**config.mk**
```make
export PLATFORM = sky130hd
export DESIGN_NAME = xbm_bitmap_body_decoder_unit_flat
export DESIGN_NICKNAME = d
export VERILOG_FILES = /design/src/rtl/xbm_pkg.sv /design/src/rtl/xbm_char_if.sv /design/src/rtl/xbm_byte_if.sv /design/src/rtl/xbm_bitmap_body_decoder_unit.sv /design/src/rtl/xbm_result_fifo.sv /design/src/flat_wrapper.sv
export SDC_FILE = /design/constraint.sdc
export NUM_CORES = 1
export LEC_CHECK = 0
export ABC_AREA = 1
export BUFFER_PORTS_ARGS = -buffer_cell sky130_fd_sc_hd__buf_2
export CORE_MARGIN = 5
export CORE_UTILIZATION = 51
export CTS_BUF_LIST = sky130_fd_sc_hd__clkbuf_8
export DETAILED_ROUTE_END_ITERATION = 8
export PLACE_DENSITY = 0.68
export SETUP_SLACK_MARGIN = 0.05
export SYNTH_ARGS = -nofsm -noshare
export SYNTH_HDL_FRONTEND = slang
export SYNTH_SLANG_ARGS = --single-unit
```
**constraint.sdc**
```tcl
create_clock -name clk -period 4.68 [get_ports clk]
set_input_delay 0.936 -clock clk [delete_from_list [all_inputs] [get_ports clk]]
set_output_delay 0.936 -clock clk [all_outputs]
set_load 0.02 [all_outputs]
```
**src/rtl/xbm_pkg.sv**
```systemverilog
`default_nettype none

package xbm_pkg;

    localparam int CHAR_W       = 8;
    localparam int DIM_W        = 12;
    localparam int ROW_POS_W    = 10;
    localparam int TOKEN_W      = 16;
    localparam int CFG_INDEX_W  = 2;
    localparam int CFG_DATA_W   = 12;
    localparam int FIFO_DEPTH   = 4;
    localparam int FIFO_PTR_W   = $clog2(FIFO_DEPTH);
    localparam int FIFO_CNT_W   = $clog2(FIFO_DEPTH + 1);

    localparam logic [DIM_W-1:0] WIDTH_RESET  = 12'd16;
    localparam logic [DIM_W-1:0] HEIGHT_RESET = 12'd16;

    // character codes
    localparam logic [CHAR_W-1:0] CHR_DIGIT_0 = 8'h30;
    localparam logic [CHAR_W-1:0] CHR_DIGIT_9 = 8'h39;
    localparam logic [CHAR_W-1:0] CHR_UPPER_A = 8'h41;
    localparam logic [CHAR_W-1:0] CHR_UPPER_F = 8'h46;
    localparam logic [CHAR_W-1:0] CHR_LOWER_A = 8'h61;
    localparam logic [CHAR_W-1:0] CHR_LOWER_F = 8'h66;
    localparam logic [CHAR_W-1:0] CHR_SPACE   = 8'h20;
    localparam logic [CHAR_W-1:0] CHR_COMMA   = 8'h2c;
    localparam logic [CHAR_W-1:0] CHR_RBRACE  = 8'h7d;
    localparam logic [CHAR_W-1:0] CHR_NEWLINE = 8'h0a;
    localparam logic [CHAR_W-1:0] CHR_TAB     = 8'h09;
    localparam logic [CHAR_W-1:0] HEX_ALPHA_OFFSET = 8'd10;

    typedef enum logic [CFG_INDEX_W-1:0] {
        CFG_IMAGE_WIDTH     = 2'd0,
        CFG_IMAGE_HEIGHT    = 2'd1,
        CFG_OLD_WORD_FORMAT = 2'd2
    } cfg_index_t;

    typedef struct packed {
        logic [CHAR_W-1:0] pixel_byte;
        logic              last_byte;
        logic              truncated;
    } result_t;

    // up to two results produced by one transfer
    typedef struct packed {
        logic [1:0] num;
        result_t    first;
        result_t    second;
    } result_pair_t;

    typedef struct packed {
        logic not_empty;
        logic room_for_two;
    } fifo_status_t;

    function automatic logic is_hex_char(input logic [CHAR_W-1:0] c);
        is_hex_char = ((c >= CHR_DIGIT_0) && (c <= CHR_DIGIT_9))
                   || ((c >= CHR_UPPER_A) && (c <= CHR_UPPER_F))
                   || ((c >= CHR_LOWER_A) && (c <= CHR_LOWER_F));
    endfunction

    function automatic logic [3:0] hex_value(input logic [CHAR_W-1:0] c);
        logic [CHAR_W-1:0] v;
        if ((c >= CHR_DIGIT_0) && (c <= CHR_DIGIT_9))
        begin
            v = c - CHR_DIGIT_0;
        end
        else if ((c >= CHR_UPPER_A) && (c <= CHR_UPPER_F))
        begin
            v = c - CHR_UPPER_A + HEX_ALPHA_OFFSET;
        end
        else
        begin
            v = c - CHR_LOWER_A + HEX_ALPHA_OFFSET;
        end
        hex_value = v[3:0];
    endfunction

    function automatic logic is_delimiter(input logic [CHAR_W-1:0] c);
        case (c) inside
            CHR_SPACE, CHR_COMMA, CHR_RBRACE, CHR_NEWLINE, CHR_TAB: is_delimiter = 1'b1;
            default: is_delimiter = 1'b0;
        endcase
    endfunction

endpackage

`default_nettype wire

```
**src/rtl/xbm_char_if.sv**
```systemverilog
`default_nettype none

interface xbm_char_if
    import xbm_pkg::*;
();
    logic              valid;
    logic              ready;
    logic [CHAR_W-1:0] char_code;
    logic              end_of_file;

    modport source (output valid, output char_code, output end_of_file, input ready);
    modport sink   (input valid, input char_code, input end_of_file, output ready);
endinterface

`default_nettype wire

```
**src/rtl/xbm_byte_if.sv**
```systemverilog
`default_nettype none

interface xbm_byte_if
    import xbm_pkg::*;
();
    logic              valid;
    logic              ready;
    logic [CHAR_W-1:0] pixel_byte;
    logic              last_byte;
    logic              truncated;

    modport source (output valid, output pixel_byte, output last_byte, output truncated,
                    input ready);
    modport sink   (input valid, input pixel_byte, input last_byte, input truncated,
                    output ready);
endinterface

`default_nettype wire

```
**src/rtl/xbm_bitmap_body_decoder_unit.sv**
```systemverilog
// channel    dir  payload                               transfer
// char_in    in   char_code[7:0], end_of_file           valid & ready
// byte_out   out  pixel_byte[7:0], last_byte, truncated valid & ready
// cfg        in   cfg_index[1:0], cfg_data[11:0]        cfg_write_enable
//
// one character is taken per cycle while the queue has room for two; its bytes are in the result queue the next cycle
// an x10 word puts up to two bytes into the queue at once, while byte_out.ready is high the output drains one per cycle
// char_in.ready drops only when the four-entry result queue has room for fewer than two
// reset sets width and height to 16, x11 format, and clears token, counters and queue
`default_nettype none

module xbm_bitmap_body_decoder_unit
    import xbm_pkg::*;
(
    input  wire logic                   clk,
    input  wire logic                   rst_n,
    xbm_char_if.sink                    char_in,
    xbm_byte_if.source                  byte_out,
    input  wire logic                   cfg_write_enable,
    input  wire logic [CFG_INDEX_W-1:0] cfg_index,
    input  wire logic [CFG_DATA_W-1:0]  cfg_data
);

    // configuration
    logic [DIM_W-1:0]     width_reg;
    logic [DIM_W-1:0]     width_next;
    logic [DIM_W-1:0]     height_reg;
    logic [DIM_W-1:0]     height_next;
    logic                 old_format_reg;
    logic                 old_format_next;

    // parse state
    logic [TOKEN_W-1:0]   token_reg;
    logic [TOKEN_W-1:0]   token_next;
    logic                 has_digit_reg;
    logic                 has_digit_next;
    logic [ROW_POS_W-1:0] row_pos_reg;
    logic [ROW_POS_W-1:0] row_pos_next;
    logic [DIM_W-1:0]     row_count_reg;
    logic [DIM_W-1:0]     row_count_next;
    logic                 done_reg;
    logic                 done_next;

    logic                 accept;
    logic                 dims_ok;
    logic [DIM_W:0]       width_round;
    logic [ROW_POS_W-1:0] row_len;
    logic [ROW_POS_W-1:0] pos1;
    logic [ROW_POS_W-1:0] pos2;
    logic                 wrap1;
    logic                 wrap2;
    logic [DIM_W-1:0]     rows_plus1;
    logic                 image_end;

    result_pair_t         push;
    fifo_status_t         status;
    result_t              head;

    assign accept = char_in.valid && char_in.ready;

    // bytes per row is ceil(width / 8)
    assign width_round = {1'b0, width_reg} + (DIM_W + 1)'(7);
    assign row_len     = width_round[DIM_W:3];
    assign dims_ok     = (width_reg != '0) && (height_reg != '0);

    // byte counter advance for the first and (x10 only) second byte of a token
    assign pos1       = row_pos_reg + ROW_POS_W'(1);
    assign wrap1      = (pos1 >= row_len);
    assign pos2       = pos1 + ROW_POS_W'(1);
    assign wrap2      = (pos2 >= row_len);
    assign rows_plus1 = row_count_reg + DIM_W'(1);
    assign image_end  = (rows_plus1 >= height_reg);

    always_comb
    begin
        width_next      = width_reg;
        height_next     = height_reg;
        old_format_next = old_format_reg;
        token_next      = token_reg;
        has_digit_next  = has_digit_reg;
        row_pos_next    = row_pos_reg;
        row_count_next  = row_count_reg;
        done_next       = done_reg;
        push            = '0;

        if (accept && !done_reg)
        begin
            if (char_in.end_of_file)
            begin
                // early end of input: one error result, partial token dropped
                done_next              = 1'b1;
                token_next             = '0;
                has_digit_next         = 1'b0;
                push.num               = 2'd1;
                push.first.truncated   = 1'b1;
            end
            else if (is_hex_char(char_in.char_code))
            begin
                token_next     = {token_reg[TOKEN_W-5:0], hex_value(char_in.char_code)};
                has_digit_next = 1'b1;
            end
            else if (is_delimiter(char_in.char_code) && has_digit_reg)
            begin
                token_next     = '0;
                has_digit_next = 1'b0;
                if (dims_ok)
                begin
                    push.first.pixel_byte = token_reg[7:0];
                    push.first.last_byte  = wrap1 && image_end;
                    if (wrap1)
                    begin
                        // row complete; in x10 mode the padding high byte is dropped
                        push.num       = 2'd1;
                        row_pos_next   = '0;
                        row_count_next = rows_plus1;
                        done_next      = image_end;
                    end
                    else if (old_format_reg)
                    begin
                        push.num               = 2'd2;
                        push.second.pixel_byte = token_reg[15:8];
                        push.second.last_byte  = wrap2 && image_end;
                        row_pos_next           = wrap2 ? '0 : pos2;
                        row_count_next         = wrap2 ? rows_plus1 : row_count_reg;
                        done_next              = wrap2 && image_end;
                    end
                    else
                    begin
                        push.num     = 2'd1;
                        row_pos_next = pos1;
                    end
                end
            end
        end

        // any write to a defined register (index 0 to 2) restarts parsing
        if (cfg_write_enable)
        begin
            unique case (cfg_index_t'(cfg_index))
                CFG_IMAGE_WIDTH:
                begin
                    width_next = cfg_data[DIM_W-1:0];
                end
                CFG_IMAGE_HEIGHT:
                begin
                    height_next = cfg_data[DIM_W-1:0];
                end
                CFG_OLD_WORD_FORMAT:
                begin
                    old_format_next = cfg_data[0];
                end
                default:
                begin
                end
            endcase
            if (cfg_index <= CFG_INDEX_W'(CFG_OLD_WORD_FORMAT))
            begin
                token_next     = '0;
                has_digit_next = 1'b0;
                row_pos_next   = '0;
                row_count_next = '0;
                done_next      = 1'b0;
            end
        end
    end

    always_ff @(posedge clk or negedge rst_n)
    begin
        if (!rst_n)
        begin
            width_reg      <= WIDTH_RESET;
            height_reg     <= HEIGHT_RESET;
            old_format_reg <= 1'b0;
            token_reg      <= '0;
            has_digit_reg  <= 1'b0;
            row_pos_reg    <= '0;
            row_count_reg  <= '0;
            done_reg       <= 1'b0;
        end
        else
        begin
            width_reg      <= width_next;
            height_reg     <= height_next;
            old_format_reg <= old_format_next;
            token_reg      <= token_next;
            has_digit_reg  <= has_digit_next;
            row_pos_reg    <= row_pos_next;
            row_count_reg  <= row_count_next;
            done_reg       <= done_next;
        end
    end

    // result queue parts the input side from output stalls
    xbm_result_fifo u_result_fifo
    (
        .clk    (clk),
        .rst_n  (rst_n),
        .push   (push),
        .pop    (byte_out.valid && byte_out.ready),
        .head   (head),
        .status (status)
    );

    // characters after completion are still taken and dropped
    assign char_in.ready       = status.room_for_two;
    assign byte_out.valid      = status.not_empty;
    assign byte_out.pixel_byte = head.pixel_byte;
    assign byte_out.last_byte  = head.last_byte;
    assign byte_out.truncated  = head.truncated;

endmodule

`default_nettype wire

```
**src/rtl/xbm_result_fifo.sv**
```systemverilog
`default_nettype none

module xbm_result_fifo
    import xbm_pkg::*;
(
    input  wire logic         clk,
    input  wire logic         rst_n,
    input  wire result_pair_t push,
    input  wire logic         pop,
    output result_t           head,
    output fifo_status_t      status
);

    result_t                mem [FIFO_DEPTH];
    logic [FIFO_PTR_W-1:0]  wr_ptr_reg;
    logic [FIFO_PTR_W-1:0]  wr_ptr_next;
    logic [FIFO_PTR_W-1:0]  rd_ptr_reg;
    logic [FIFO_PTR_W-1:0]  rd_ptr_next;
    logic [FIFO_CNT_W-1:0]  count_reg;
    logic [FIFO_CNT_W-1:0]  count_next;
    logic [FIFO_PTR_W-1:0]  wr_ptr_plus1;

    assign wr_ptr_plus1 = wr_ptr_reg + FIFO_PTR_W'(1);

    always_comb
    begin
        wr_ptr_next = wr_ptr_reg + FIFO_PTR_W'(push.num);
        rd_ptr_next = rd_ptr_reg + FIFO_PTR_W'(pop);
        count_next  = count_reg + FIFO_CNT_W'(push.num) - FIFO_CNT_W'(pop);
    end

    always_ff @(posedge clk)
    begin
        if (push.num != 2'd0)
        begin
            mem[wr_ptr_reg] <= push.first;
        end
        if (push.num == 2'd2)
        begin
            mem[wr_ptr_plus1] <= push.second;
        end
    end

    always_ff @(posedge clk or negedge rst_n)
    begin
        if (!rst_n)
        begin
            wr_ptr_reg <= '0;
            rd_ptr_reg <= '0;
            count_reg  <= '0;
        end
        else
        begin
            wr_ptr_reg <= wr_ptr_next;
            rd_ptr_reg <= rd_ptr_next;
            count_reg  <= count_next;
        end
    end

    assign head                = mem[rd_ptr_reg];
    assign status.not_empty    = (count_reg != '0);
    assign status.room_for_two = (count_reg <= FIFO_CNT_W'(FIFO_DEPTH - 2));

endmodule

`default_nettype wire

```
**src/flat_wrapper.sv**
```systemverilog
// flat-port wrapper written by rule: the top's interface ports become plain ports
module xbm_bitmap_body_decoder_unit_flat import xbm_pkg::*;
  (clk, rst_n, cfg_write_enable, cfg_index, cfg_data, char_in_valid, char_in_char_code, char_in_end_of_file, char_in_ready, byte_out_valid, byte_out_pixel_byte, byte_out_last_byte, byte_out_truncated, byte_out_ready);
  xbm_char_if char_in_i ();
  xbm_byte_if byte_out_i ();
  input  wire logic clk;
  input  wire logic rst_n;
  input  wire logic cfg_write_enable;
  input  wire logic [CFG_INDEX_W-1:0] cfg_index;
  input  wire logic [CFG_DATA_W-1:0] cfg_data;
  input wire logic [$bits(char_in_i.valid)-1:0] char_in_valid;
  input wire logic [$bits(char_in_i.char_code)-1:0] char_in_char_code;
  input wire logic [$bits(char_in_i.end_of_file)-1:0] char_in_end_of_file;
  output wire logic [$bits(char_in_i.ready)-1:0] char_in_ready;
  output wire logic [$bits(byte_out_i.valid)-1:0] byte_out_valid;
  output wire logic [$bits(byte_out_i.pixel_byte)-1:0] byte_out_pixel_byte;
  output wire logic [$bits(byte_out_i.last_byte)-1:0] byte_out_last_byte;
  output wire logic [$bits(byte_out_i.truncated)-1:0] byte_out_truncated;
  input wire logic [$bits(byte_out_i.ready)-1:0] byte_out_ready;
  assign char_in_i.valid = char_in_valid;
  assign char_in_i.char_code = char_in_char_code;
  assign char_in_i.end_of_file = char_in_end_of_file;
  assign char_in_ready = char_in_i.ready;
  assign byte_out_valid = byte_out_i.valid;
  assign byte_out_pixel_byte = byte_out_i.pixel_byte;
  assign byte_out_last_byte = byte_out_i.last_byte;
  assign byte_out_truncated = byte_out_i.truncated;
  assign byte_out_i.ready = byte_out_ready;
  xbm_bitmap_body_decoder_unit u_core (.clk(clk), .rst_n(rst_n), .char_in(char_in_i), .byte_out(byte_out_i), .cfg_write_enable(cfg_write_enable), .cfg_index(cfg_index), .cfg_data(cfg_data));
endmodule
```
Word level (Yosys, flattened, before mapping). Memory sizes are Yosys's and may differ from the RTL's. Cells that the tools add are included.

Reduce and logical (&&, ||, !) cells: 22. Equality and inequality tests: 8. Multiplexer cells: 66. Order comparisons: 11. $add $sub $neg: 14.

Operator list (count): 12-bit two-way mux (10); 10-bit two-way mux (10); 16-bit two-way mux (6); 9-bit two-way mux (7); 11-bit two-way mux (3); 1-bit two-way mux (24); 12-bit nonzero test (2); 21-bit two-way mux (1); 10-bit by 1-bit adder with 10-bit output, second input constant (2); 10-bit greater-or-equal comparator (2); 8-bit by 4-bit equality test with 1-bit output, second input constant (2); 8-bit by 6-bit equality test with 1-bit output, second input constant (2); 8-bit by 7-bit greater-or-equal comparator with 1-bit output, second input constant (2); 8-bit by 7-bit <= comparator with 1-bit output, second input constant (2); 12-bit by 3-bit adder with 13-bit output, second input constant (1); 12-bit by 1-bit adder with 12-bit output, second input constant (1); 12-bit greater-or-equal comparator (1); 4-bit by 1-bit subtractor with 4-bit output, second input constant (3); 1-bit logical AND (10); 4-bit adder, second input constant (2); 8-bit by 7-bit equality test with 1-bit output, second input constant (1); 8-bit by 6-bit greater-or-equal comparator with 1-bit output, second input constant (1); 8-bit by 6-bit <= comparator with 1-bit output, second input constant (1); 4-bit two-way mux (2); other kinds (17) (23).

RAM bits: 40. Bits in registers: 72. Input port bits: 28. Word-level logic and storage cells: 133. Memories: 1. Output and inout bits: 12.

Memories: u_core.u_result_fifo.mem (words 4, width 10, read ports 1, clocked after Yosys merged registers in 0, wr ports 2, line xbm_result_fifo.sv:14) `result_t mem [FIFO_DEPTH];`.

Longest topological paths before layout. Gate-level depths: netlist of the first run.

Depth in word-level cells: 15. Depth in mapped cells: 26. Mapped depth without buffers: 26.

Hierarchy. A second synthesis of the first run with hierarchy kept.

Cells, all modules: 1121. Area, all modules: 7953.9 µm².

Modules (own cells, without submodules): xbm_bitmap_body_decoder_unit (sequential area each 1629.1 µm², times used 1, cells an instance 784, area each 5205.0 µm²); xbm_result_fifo (sequential area each 1376.3 µm², times used 1, cells an instance 337, area each 2748.9 µm²).

Worst setup path after synthesis of the first run. OpenSTA, ideal clock, no wires.

Path kind: register to register. Start point: register u_core.width_reg[4]. End point: register u_core.u_result_fifo.count_reg[2]. Stages on the path, launching flop included: 24. Setup slack: 0.984 ns. Clock period less this slack: 3.696 ns. Buffers on the path: 0. Data arrival time: 3.573 ns. Required time: 4.557 ns. Setup time: 0.123 ns. Cell sequence: dfstp_2 -> nand3_1 -> nor2_1 -> nand2_1 -> nor2_1 -> nand2_1 -> nor2_1 -> nand2_1 -> xor2_1 -> ha_1 -> nand2_1 -> nor2_1 -> nand3_1 -> nand4_4 -> inv_1 -> nand2_1 -> nand3_1 -> nand2_1 -> inv_1 -> ha_1 -> inv_1 -> ha_1 -> fa_1 -> xnor2_1.

Word-level cells in the longest chain between the ends: 10. Elaborated cells between the ends (all ways): 12. Classes of those cells: add/sub: 3; order compare: 1; mux: 6; reduce/logical: 2.

Ends and longest elaborated chain: from (decl) (line xbm_bitmap_body_decoder_unit.sv:25) `logic [DIM_W-1:0] width_reg;`; from (signal assigned) (line xbm_bitmap_body_decoder_unit.sv:182) `width_reg <= width_next;`; 12-bit by 3-bit adder with 13-bit output (line xbm_bitmap_body_decoder_unit.sv:62) `assign width_round = {1'b0, width_reg} + (DIM_W + 1)'(7);`; 10-bit greater-or-equal comparator (line xbm_bitmap_body_decoder_unit.sv:68) `assign wrap1 = (pos1 >= row_len);`; 2-bit two-way mux (line xbm_bitmap_body_decoder_unit.sv:110) `if (wrap1)`; 11-bit two-way mux (*) (line xbm_bitmap_body_decoder_unit.sv:106) `if (dims_ok)`; 11-bit two-way mux (*) (line xbm_bitmap_body_decoder_unit.sv:102) `else if (is_delimiter(char_in.char_code) && has_digit_reg)`; 11-bit two-way mux (*) (line xbm_bitmap_body_decoder_unit.sv:97) `else if (is_hex_char(char_in.char_code))`; 2-bit two-way mux (*) (line xbm_bitmap_body_decoder_unit.sv:88) `if (char_in.end_of_file)`; 21-bit two-way mux (*) (line xbm_bitmap_body_decoder_unit.sv:86) `if (accept && !done_reg)`; 3-bit by 2-bit adder with 3-bit output (*) (line xbm_result_fifo.sv:29) `count_next = count_reg + FIFO_CNT_W'(push.num) - FIFO_CNT_W'(pop);`; 3-bit by 1-bit subtractor with 3-bit output (*) (line xbm_result_fifo.sv:29); via u_core.u_result_fifo.count_next[2] (line xbm_result_fifo.sv:20) `logic [FIFO_CNT_W-1:0] count_next;`; to (signal assigned) (line xbm_result_fifo.sv:56) `count_reg <= count_next;`; to (decl) (line xbm_result_fifo.sv:19) `logic [FIFO_CNT_W-1:0] count_reg;`.

Mark *: on every way through the listed nets, which the timed path passes. The rest lies on a longest branch. A chain may end at the register's enable or synchronous reset.

Final worst setup path of the first run. Same ends and word-level chain as after synthesis.

==> results of run 1 <==
## final cells by class
cell class	instances	area, µm²	area share, %
clock inverter	7	62.6	0.790
inverter	133	507	6.40
timing repair buffer	42	220	2.78
multi-input combinational	710	3810	48.1
clock buffer	9	124	1.56
tap	184	230	2.91
sequential	112	2970	37.5
## power groups by stage
stage | clock network, mW | registers [mW] | logic (mW)
finish | 0.568 | 1.24 | 0.858
detailed placement | 0 | 1.27 | 0.871
floorplan | 0 | 1.20 | 0.667
CTS | 0.583 | 1.24 | 0.873
global route | 0.620 | 1.27 | 0.983
global placement | 0 | 1.26 | 0.854
## worst register-to-register path, cell delays in order (launching register included)
cell	delay (ns)
dfstp_2	0.55
nand3_1	0.12
nor2_1	0.17
nand2_1	0.09
nor2_1	0.12
nand2_1	0.11
nor2_1	0.19
nand2_1	0.10
xor2_1	0.17
ha_1	0.28
nand2_1	0.07
nor2_1	0.14
nand3_1	0.13
nand4_4	0.17
inv_1	0.12
nand2_1	0.08
nand3_1	0.12
nand2_1	0.11
inv_1	0.06
ha_1	0.26
inv_1	0.04
ha_1	0.18
fa_1	0.38
xnor2_1	0.14
## final timing paths
check	startpoint	end	slack (ns)	cells after the start
worst min-delay path	u_core.u_result_fifo.mem[0][0]	u_core.u_result_fifo.mem[0][0]	0.50	2
max in group asynchronous	rst_n	u_core.width_reg[10]	3.40	1
worst max register to register	u_core.width_reg[4]	u_core.u_result_fifo.count_reg[2]	0.69	23
worst max-delay path	u_core.width_reg[4]	u_core.u_result_fifo.count_reg[2]	0.69	23
worst min register to register	u_core.u_result_fifo.mem[0][0]	u_core.u_result_fifo.mem[0][0]	0.50	2
min in group asynchronous	rst_n	u_core.u_result_fifo.rd_ptr_reg[1]	0.67	1
## through the flow
stage	instance area [µm²]	std cells	setup WS (ns)	hold slack (ns)
finish	7920	1197	0.686	0.495
global route	7920	1197	0.276	0.520
CTS	7920	1197	0.645	0.499
detailed placement	7730	1181	0.669	0.472
global placement	7730	1181	0.754	0.461
floorplan	7440	986	0.984	0.439
## per-layer routing
layer / vias to the layer above / GRT usage, %
met3: 20 / 2.76
met1: 2886 / 27.7
met4: 0 / 5.44
met5: - / 0
li1: 3287 / -
met2: 154 / 35.4
## logic make-up (layout without fill, tap and decap cells)
logic type               count (synthesis)  after routing  share of synthesized area [%]
buffers and inverters                  164            191                           8.93
flip-flops                             112            112                           39.9
adder cells (fa/ha/maj)                 46             46                           7.84
AO/OA/AOI/OAI                          174            174                           13.6
AND/OR/NAND/NOR                        468            468                           27.2
XOR/XNOR                                22             22                           2.59
## cells in the mapped netlist, types with 5 or more instances
master | instances | area (µm²)
nand3_1 | 48 | 240
buf_2 | 9 | 45.0
ha_1 | 45 | 563
a22oi_1 | 5 | 37.5
clkbuf_1 | 16 | 60.1
o21ai_0 | 66 | 330
nand4_1 | 17 | 106
dfrtp_1 | 70 | 1750
edfxtp_1 | 36 | 1080
o22ai_1 | 46 | 288
a21oi_1 | 27 | 135
a21oi_2 | 5 | 43.8
nand3_2 | 5 | 50.1
xnor2_1 | 6 | 52.6
inv_1 | 125 | 469
o21ai_1 | 5 | 25.0
nor3_1 | 9 | 45.0
inv_2 | 5 | 18.8
a31oi_1 | 9 | 56.3
xor2_1 | 16 | 140
nand2_1 | 258 | 968
nor2_1 | 110 | 413
==> impl_results.md, run 1 <==
* Setup crit end kind: register
* Register share of total power at 46.6%
* H-tree depth at 3
* Metal2 WL at 8200 µm
* Final setup skew at 0.0123 ns
* Clock-pin slew on the worst setup and hold paths at 0.11 ns
* Deepest clock path buffer count at 2
* Peak supply drop at 0.274 mV
* Most Frequent Cell on Critical Path: nand2_1
* GRT Overall Usage at 20.7%
* Critical path's top delay family: simple AND/OR/NAND/NOR gates
* DR top layer: met4
* Slew headroom at 37.5%
* # diodes at 0
* Post-synth cell types at 47
* Number of synthesis warnings at 0
* CP arrival at 4.27 ns
* Cell count after synthesis at 986
* RSZ-0062 raised after global routing: no
* Min-Delay Path Class: reg2reg
* Final net count at 1,082
* Final Hold Vio Count at 0
* Num rows at 44
* Final ANT Viol Nets at 0
* Slew @ Worst Pin at 0.937 ns
* CTS Hold Bufs at 0
* Total congestion overflow at 0
* Clock Power Share at 21.3%
* DRT Wirelength at 16,800 µm
* Clk_lat worst skew at 0.39 ns
* Largest net degree at the start of global routing at 73
* DP HPWL at 13,100 µm
* Synth Flop Type: dfrtp_1
* DR pass1 iterations at 6
* Setup TNS at 0 ns
* DRC errors left at 0
* Post-synthesis sequential area ratio at 39.9%
* Layout cells sized above 1 at 9.48%
* Die width at 131 µm
* Wl on met1 at 7700 µm
* Iteration-0 DRC Markers at 478
* Total power at 2.67 mW
* Max reg flops at 40
* EDFF count, synth at 36
* CORE AREA at 14,400 µm²
* Mapped Area at 7440 µm²
* Critical Path Source Type: register
* CTS tree: yes
* CP max-delay cell: dfstp_2
* Commonest non-fill, non-tap cell in the layout: nand2_1
* Clk sinks at 112
* Fill cells at 1,420
* Pwr Density at 337 nW/µm²
* CP cell instances: nand3_1, nor2_1, nand2_1, nor2_1, nand2_1, nor2_1, nand2_1, xor2_1, ha_1, nand2_1, nor2_1, nand3_1, nand4_4, inv_1, nand2_1, nand3_1, nand2_1, inv_1, ha_1, inv_1, ha_1, fa_1, xnor2_1
* Critical path's largest stage delay at 0.55 ns
* Leading cell types in the layout, fill and taps excluded: nand2_1, inv_1, nor2_1
* RePlAce Congestion at 0.904
* Port Buf Inserts at 39
* Die Area at 17,100 µm²
* First-pass GRT wire length at 28,300 µm
* Post-DR wirelength/cell at 14.0 µm
* Net Count, Synth at 1,060
* Final worst path period share at 85.3%
* DR vias at 6,347
* Worst-path maximum fanout at 7
* Max-slew violations at 0
* Status: finished, final reports clean
* Vias in the first global route at 5,874
* Net Sw Frac at 39.3%
* Root buf cell: clkbuf_8
* Chip height at 131 µm
* Register bit count reported by yosys at 112
* I/O pin cnt at 40
* # resized after CTS at 0
* Max Freq at 250 MHz
* CP required at 4.95 ns
* Max-Cap Viols at 0
* Setup violators final at 0
* Total CTS buffers at 9
* Initial core utilization at 51.6%
* Initial antenna violation count at 0
* Post-layout min period at 3.99 ns
* WL met3 at 679 µm
* Combinational Power Share at 32.1%
* Syn_area_per_cell at 7.54 µm²
* Area delta synth->final at 6.44%
* Crit path buf inv count at 3
* Power Internal at 1.62 mW
* Post-CTS setup buffers at 0
* DR vias/cell at 5.30
* Net switching power at 1.05 mW
* Leak at 3.54 nW
* Fin util at 54.9%
* Type of the worst setup path: reg2reg
* Synth async-reset ratio at 64.3%
Note: power is estimated with default switching activity, not from simulation.
==> run 2, diff against run 1 <==
--- a/config.mk
+++ b/config.mk
@@ -11,7 +11,7 @@
 export CORE_UTILIZATION = 51
 export CTS_BUF_LIST = sky130_fd_sc_hd__clkbuf_8
 export DETAILED_ROUTE_END_ITERATION = 8
-export PLACE_DENSITY = 0.68
+export PLACE_DENSITY_LB_ADDON = 0.2
 export SETUP_SLACK_MARGIN = 0.05
 export SYNTH_ARGS = -nofsm -noshare
 export SYNTH_HDL_FRONTEND = slang
==> run 2 against run 1 <==
Clock skew grew 0.0051 ns. Die area is the same. Fmax shrank 2.3%. Power grew 0.50%. Sequential share of layout area is essentially flat. Hold slack lost 0.0063 ns. Critical endpoint is now u_core.u_result_fifo.mem[3][9]. Largest power group unchanged.
==> impl_results.md, run 2 (synthesis results as in run 1) <==
* Status: finished, final reports clean
* DRT Wirelength at 17,100 µm (+1.8%)
* Slew @ Worst Pin at 0.935 ns (-0.00228 ns)
* Final net count at 1,081 (-0.092%)
* Max reg flops at 40 (unchanged)
* # resized after CTS at 0 (unchanged)
* Post-CTS setup buffers at 0 (unchanged)
* Num rows at 44 (unchanged)
* RSZ-0062 raised after global routing: no
* Flip-flop and latch area at 2970 µm² (unchanged)
* Port Buf Inserts at 39 (unchanged)
* Critical path's largest stage delay at 0.55 ns (about the same)
* Total CTS buffers at 9 (unchanged)
* Initial antenna violation count at 0 (unchanged)
* DR pass1 iterations at 6 (unchanged)
* CP cell instances: nand3_1, nor2_1, nand2_1, nor2_1, nand2_1, nor2_1, nand2_1, xor2_1, ha_1, nand2_1, inv_2, a21oi_2, nand4_4, nor2_4, nand3_2, nand3_2, nand2_1, nand2_1
* Fin worst setup slack at 0.593 ns (-0.0928 ns)
* Type of the worst setup path: reg2reg
* Post-DR wirelength/cell at 14.3 µm (+1.9%)
* Min-Delay Path Class: reg2reg
* CTS Hold Bufs at 0 (unchanged)
* Max Freq at 245 MHz (-2.3%)
* Die width at 131 µm (unchanged)
* Pwr Density at 339 nW/µm² (+0.61%)
* Setup TNS at 0 ns (unchanged)
* Area delta synth->final at 6.32%
* Leak at 3.53 nW (-0.23%)
* Worst-path maximum fanout at 11 (+4)
* Deepest clock path buffer count at 2 (unchanged)
* First-pass GRT wire length at 28,500 µm (+0.78%)
* Max-Cap Viols at 0 (unchanged)
* CP required at 4.75 ns (-0.20 ns)
* Layout cells sized above 1 at 9.39% (-0.089 points)
* CTS tree: yes
* Max-slew violations at 0 (unchanged)
* Final Hold Vio Count at 0 (unchanged)
* Vias in the first global route at 5,806 (-1.2%)
* Hold Slack at 0.489 ns (-0.00631 ns)
* Fill cells at 1,437 (+1.2%)
* Initial core utilization at 51.6% (unchanged)
* Root buf cell: clkbuf_8
* DR vias/cell at 5.24 (-1.2%)
* Post-place setup slack at 0.599 ns (-0.0706 ns)
* Post-layout min period at 4.09 ns (+0.0928 ns)
* Fin util at 54.8% (-0.061 points)
* Setup violators final at 0 (unchanged)
* GRT Overall Usage at 21.0% (+0.35 points)
* Peak supply drop at 0.220 mV (-20%)
* RePlAce Congestion at 0.894 (-1.1%)
* Most Frequent Cell on Critical Path: nand2_1
* CP arrival at 4.15 ns (-0.12 ns)
* Final ANT Viol Nets at 0 (unchanged)
* Clk_lat worst skew at 0.40 ns (about the same)
* Final worst path period share at 87.3% (+2.0 points)
* Setup crit end kind: register
* Critical Path Source Type: register
* Final setup skew at 0.0174 ns (+0.00515 ns)
* # diodes at 0 (unchanged)
* Clk sinks at 112 (unchanged)
* Chip height at 131 µm (unchanged)
* Leading cell types in the layout, fill and taps excluded: nand2_1, inv_1, nor2_1
* DP HPWL at 13,200 µm (+0.88%)
* DRC errors left at 0 (unchanged)
* Largest net degree at the start of global routing at 73 (unchanged)
* DR vias at 6,268 (-1.2%)
* Placed insts at 1,180 (-0.085%)
* H-tree depth at 3 (unchanged)
* Reg2Reg Setup Slack at 0.59 ns (-0.09 ns)
* Clock-pin slew on the worst setup and hold paths at 0.12 ns (about the same)
* CORE AREA at 14,400 µm² (unchanged)
* Iteration-0 DRC Markers at 496 (+3.8%)
* Total congestion overflow at 0 (unchanged)
* I/O pin cnt at 40 (unchanged)
* Post-route insts no fill at 1,196 (-0.084%)
* Area of the multi-input gates at 3810 µm² (unchanged)
* Slew headroom at 37.7% (+0.15 points)
* Die Area at 17,100 µm² (unchanged)
* CP max-delay cell: dfstp_2
* Commonest non-fill, non-tap cell in the layout: nand2_1
[run 2: cell types whose count changed in the layout (fill, tap and decap cells not counted)]
cell / change
buf_4: -1
clkinv_4: -1
clkinvlp_4: +1
[run 2: area by class of cell]
cell class / instances / area share, %
flip-flops and latches: 112 / 37.5
repair buffers: 41 / 2.69
multi-input cells: 710 / 48.2
well taps: 184 / 2.91
clock buffers: 9 / 1.57
clock inverters: 7 / 0.775
inverters: 133 / 6.41
[run 2: power breakdown]
group,switching (mW),total [mW],internal (mW),leakage (nW)
clock network,0.370,0.575,0.205,0.0940
logic,0.573,0.860,0.287,2.16
registers,0.121,1.25,1.13,1.28
total,1.06,2.68,1.62,3.53
[run 2: metrics by stage]
stage / power, mW / cell area [µm²]
3_5_place_dp: 2.14 / 7720
3_3_place_gp: 2.12 / 7720
6_report: 2.68 / 7910
2_1_floorplan: 1.87 / 7440
4_1_cts: 2.71 / 7910
5_1_grt: 2.87 / 7910
[run 2: path summary, 6_finish.rpt]
check | to | cells after the start | startpoint
min in group asynchronous | u_core.u_result_fifo.rd_ptr_reg[1] | 1 | rst_n
setup / recovery | u_core.u_result_fifo.mem[3][9] | 18 | u_core.width_reg[4]
setup reg to reg | u_core.u_result_fifo.mem[3][9] | 18 | u_core.width_reg[4]
hold reg to reg | u_core.u_result_fifo.mem[2][0] | 2 | u_core.u_result_fifo.mem[2][0]
hold / removal | u_core.u_result_fifo.mem[2][0] | 2 | u_core.u_result_fifo.mem[2][0]
max in group asynchronous | u_core.width_reg[5] | 1 | rst_n
[run 2: routing by layer]
metal | wire [µm] | track usage (%) | vias up | share of wire (%)
met3 | 761 | 2.85 | 23 | 4.5
met4 | 265 | 6.17 | 0 | 1.6
met5 | 0 | 0 | - | 0
met1 | 7860 | 28.9 | 2817 | 46
li1 | - | - | 3286 | -
met2 | 8210 | 34.8 | 142 | 48
[run 2: critical path: cells and delay by family (launching register included)]
| kind | cells | cell delay, ns |
|---|---|---|
| and+or+nand+nor | 14 | 2.52 |
| DFF | 1 | 0.55 |
| adders and majority gates | 1 | 0.26 |
| AOI/OAI and AO/OA | 1 | 0.18 |
| xor gates and xnor gates | 1 | 0.19 |
| buffers and inverters | 1 | 0.05 |
==> run 3, diff against run 2 <==
==> constraint.sdc (replaced) <==
create_clock -name clk -period 3.7 [get_ports clk]
set_input_delay 0.74 -clock clk [delete_from_list [all_inputs] [get_ports clk]]
set_output_delay 0.74 -clock clk [all_outputs]
set_load 0.02 [all_outputs]
==> run 3 against run 2 <==
Hold slack worse by 0.035 ns. Non-clock buffer count grew 27. Flip-flop and latch count unchanged. Clock-buffer cell count stayed put. Sequential power is 24% higher. First-iteration DRC count decreased by 11%. Power rose by 31%. Global-route usage is 0.79 points lower. Die area did not move. Final area is 4.9% higher. Largest power group unchanged.
==> impl_results.md, run 3 (synthesis results as in run 1) <==
* Status: finished, final reports clean
* Vias in the first global route at 5,767 (-0.67%)
* # diodes at 0 (unchanged)
* Setup crit end kind: register
* Type of the worst setup path: reg2reg
* Layout cells sized above 1 at 14.3% (+5.0 points)
* Port Buf Inserts at 39 (unchanged)
* M3 GR Usage at 2.80% (-0.041 points)
* Max-slew violations at 0 (unchanged)
* DR pass1 iterations at 5 (-1)
* Min-Delay Path Class: in2async
* Max reg flops at 40 (unchanged)
* Gr busiest metal: met2
* Peak supply drop at 0.232 mV (+5.3%)
* CTS tree: yes
* Final ANT Viol Nets at 0 (unchanged)
* Slew headroom at 38.3% (+0.60 points)
* CORE AREA at 14,400 µm² (unchanged)
* Deepest clock path buffer count at 2 (unchanged)
* Clk_lat worst skew at 0.40 ns (about the same)
* GRT Overall Usage at 20.2% (-0.79 points)
* I/O pin cnt at 40 (unchanged)
* CP required at 3.99 ns (-0.76 ns)
* Leading cell types in the layout, fill and taps excluded: nand2_1, inv_1, nor2_1
* DRT Wirelength at 16,500 µm (-3.2%)
* H-tree depth at 3 (unchanged)
* Slew @ Worst Pin at 0.926 ns (-0.00903 ns)
* DRC errors left at 0 (unchanged)
* CP arrival at 3.77 ns (-0.38 ns)
* RePlAce Congestion at 0.842 (-5.8%)
* DR vias at 6,379 (+1.8%)
* Met2 usage at 32.6% (-2.2 points)
* First-pass GRT wire length at 28,100 µm (-1.3%)
* Final net count at 1,108 (+2.5%)
* Iteration-0 DRC Markers at 440 (-11%)
* Total CTS buffers at 9 (unchanged)
* CTS Hold Bufs at 0 (unchanged)
* Pwr Density at 425 nW/µm² (+25%)
* Setup TNS at 0 ns (unchanged)
* Initial core utilization at 51.6% (unchanged)
* FF-to-FF path depth at 20 (+2)
* Leak at 3.70 nW (+4.8%)
* DR vias/cell at 5.22 (-0.48%)
* RSZ-0062 raised after global routing: no
* Largest net degree at the start of global routing at 73 (unchanged)
* Die width at 131 µm (unchanged)
* Max-Cap Viols at 0 (unchanged)
* DP HPWL at 12,400 µm (-5.7%)
* Total congestion overflow at 0 (unchanged)
* Clock-pin slew on the worst setup and hold paths at 0.11 ns (about the same)
* Post-layout min period at 3.49 ns (-0.600 ns)
* Final worst path period share at 94.2% (+6.9 points)
* Num rows at 44 (unchanged)
* Clk sinks at 112 (unchanged)
* Root buf cell: clkbuf_8
* Worst-path maximum fanout at 6 (-5)
* Critical Path Source Type: register
* Fill cells at 1,387 (-3.5%)
* Final setup skew at 0.0213 ns (+0.00392 ns)
* Final Hold Vio Count at 0 (unchanged)
* Fin util at 57.5% (+2.7 points)
* Chip height at 131 µm (unchanged)
* Die Area at 17,100 µm² (unchanged)
* Post-DR wirelength/cell at 13.5 µm (-5.4%)
* Max Freq at 287 MHz (+17%)
* Layout Cell Area excl Fill at 8300 µm² (+4.9%)
* Setup violators final at 0 (unchanged)
* Commonest non-fill, non-tap cell in the layout: nand2_1
* Initial antenna violation count at 0 (unchanged)
* Area delta synth->final at 11.5%
* Area after DPL at 7880 µm² (+2.0%)
* Met1 GRT Util at 28.3% (-0.62 points)
## run 3: cell count changes in the layout (fill, tap and decap cells not counted), moves of 4 or more
cell | previous run | this run
nand2_2 | 2 | 10
nand3_2 | 5 | 9
buf_4 | 3 | 29
nor2_4 | 4 | 9
nand2_1 | 258 | 249
nor2_1 | 110 | 104
nand3_1 | 48 | 43
## run 3: path summary, 6_finish.rpt
| check | from | to | slack, ns |
|---|---|---|---|
| hold reg to reg | u_core.u_result_fifo.mem[2][0] | u_core.u_result_fifo.mem[2][0] | 0.47 |
| min in group clk | u_core.u_result_fifo.mem[2][0] | u_core.u_result_fifo.mem[2][0] | 0.47 |
| setup / recovery | u_core.width_reg[4] | u_core.u_result_fifo.count_reg[2] | 0.21 |
| max in group asynchronous | rst_n | u_core.row_pos_reg[0] | 2.57 |
| hold / removal | rst_n | u_core.u_result_fifo.rd_ptr_reg[0] | 0.45 |
| setup reg to reg | u_core.width_reg[4] | u_core.u_result_fifo.count_reg[2] | 0.21 |
## run 3: where the power goes
group	leakage (nW)	total [mW]	internal, mW	switching, mW
Combinational	2.31	1.15	0.398	0.754
Sequential	1.28	1.55	1.42	0.123
Clock	0.115	0.823	0.341	0.481
## run 3: critical path, stage by stage (launching register included)
cell	delay, ns
dfstp_2	0.55
nand3_2	0.10
nor2_4	0.12
nand2_2	0.08
nor2_4	0.12
nand2_2	0.08
nor2_4	0.12
nand2_2	0.07
xor2_2	0.15
ha_1	0.29
nand2_2	0.10
inv_2	0.06
a21oi_4	0.16
nand4_4	0.13
buf_4	0.18
nor2_4	0.11
nand3_4	0.10
ha_1	0.28
inv_1	0.05
fa_2	0.38
xnor2_1	0.12
## run 3: layout make-up
class	count	area [µm²]	area share, %
multi-input combinational	710	3940	47.4
sequential	112	2970	35.8
inverter	133	507	6.11
timing repair buffer	68	428	5.16
tap	184	230	2.77
clock buffer	9	124	1.49
clock inverter	7	105	1.27
## run 3: layer usage
metal  up-vias  share of wire (%)
met1      2880                 47
met3        17                4.4
met2       141                 46
li1       3341                  -
met5         -                  0
met4         0                1.7
## run 3: what timing repair did
action	4_1_cts	5_1_grt
pin swaps	4	15
setup endpoints to repair	2	88
cloned	0	0
resized for setup	5	30
setup buffers	2	5
## run 3: per-stage QoR
stage	worst slack [ns]	instances	hold WS, ns	power [mW]
2_1_floorplan	0.0705	986	0.439	2.37
3_3_place_gp	0.0481	1200	0.458	2.68
3_5_place_dp	-0.0000733	1200	0.456	2.70
4_1_cts	0.0549	1218	0.472	3.54
5_1_grt	0.0109	1223	0.511	3.77
6_report	0.213	1223	0.453	3.52
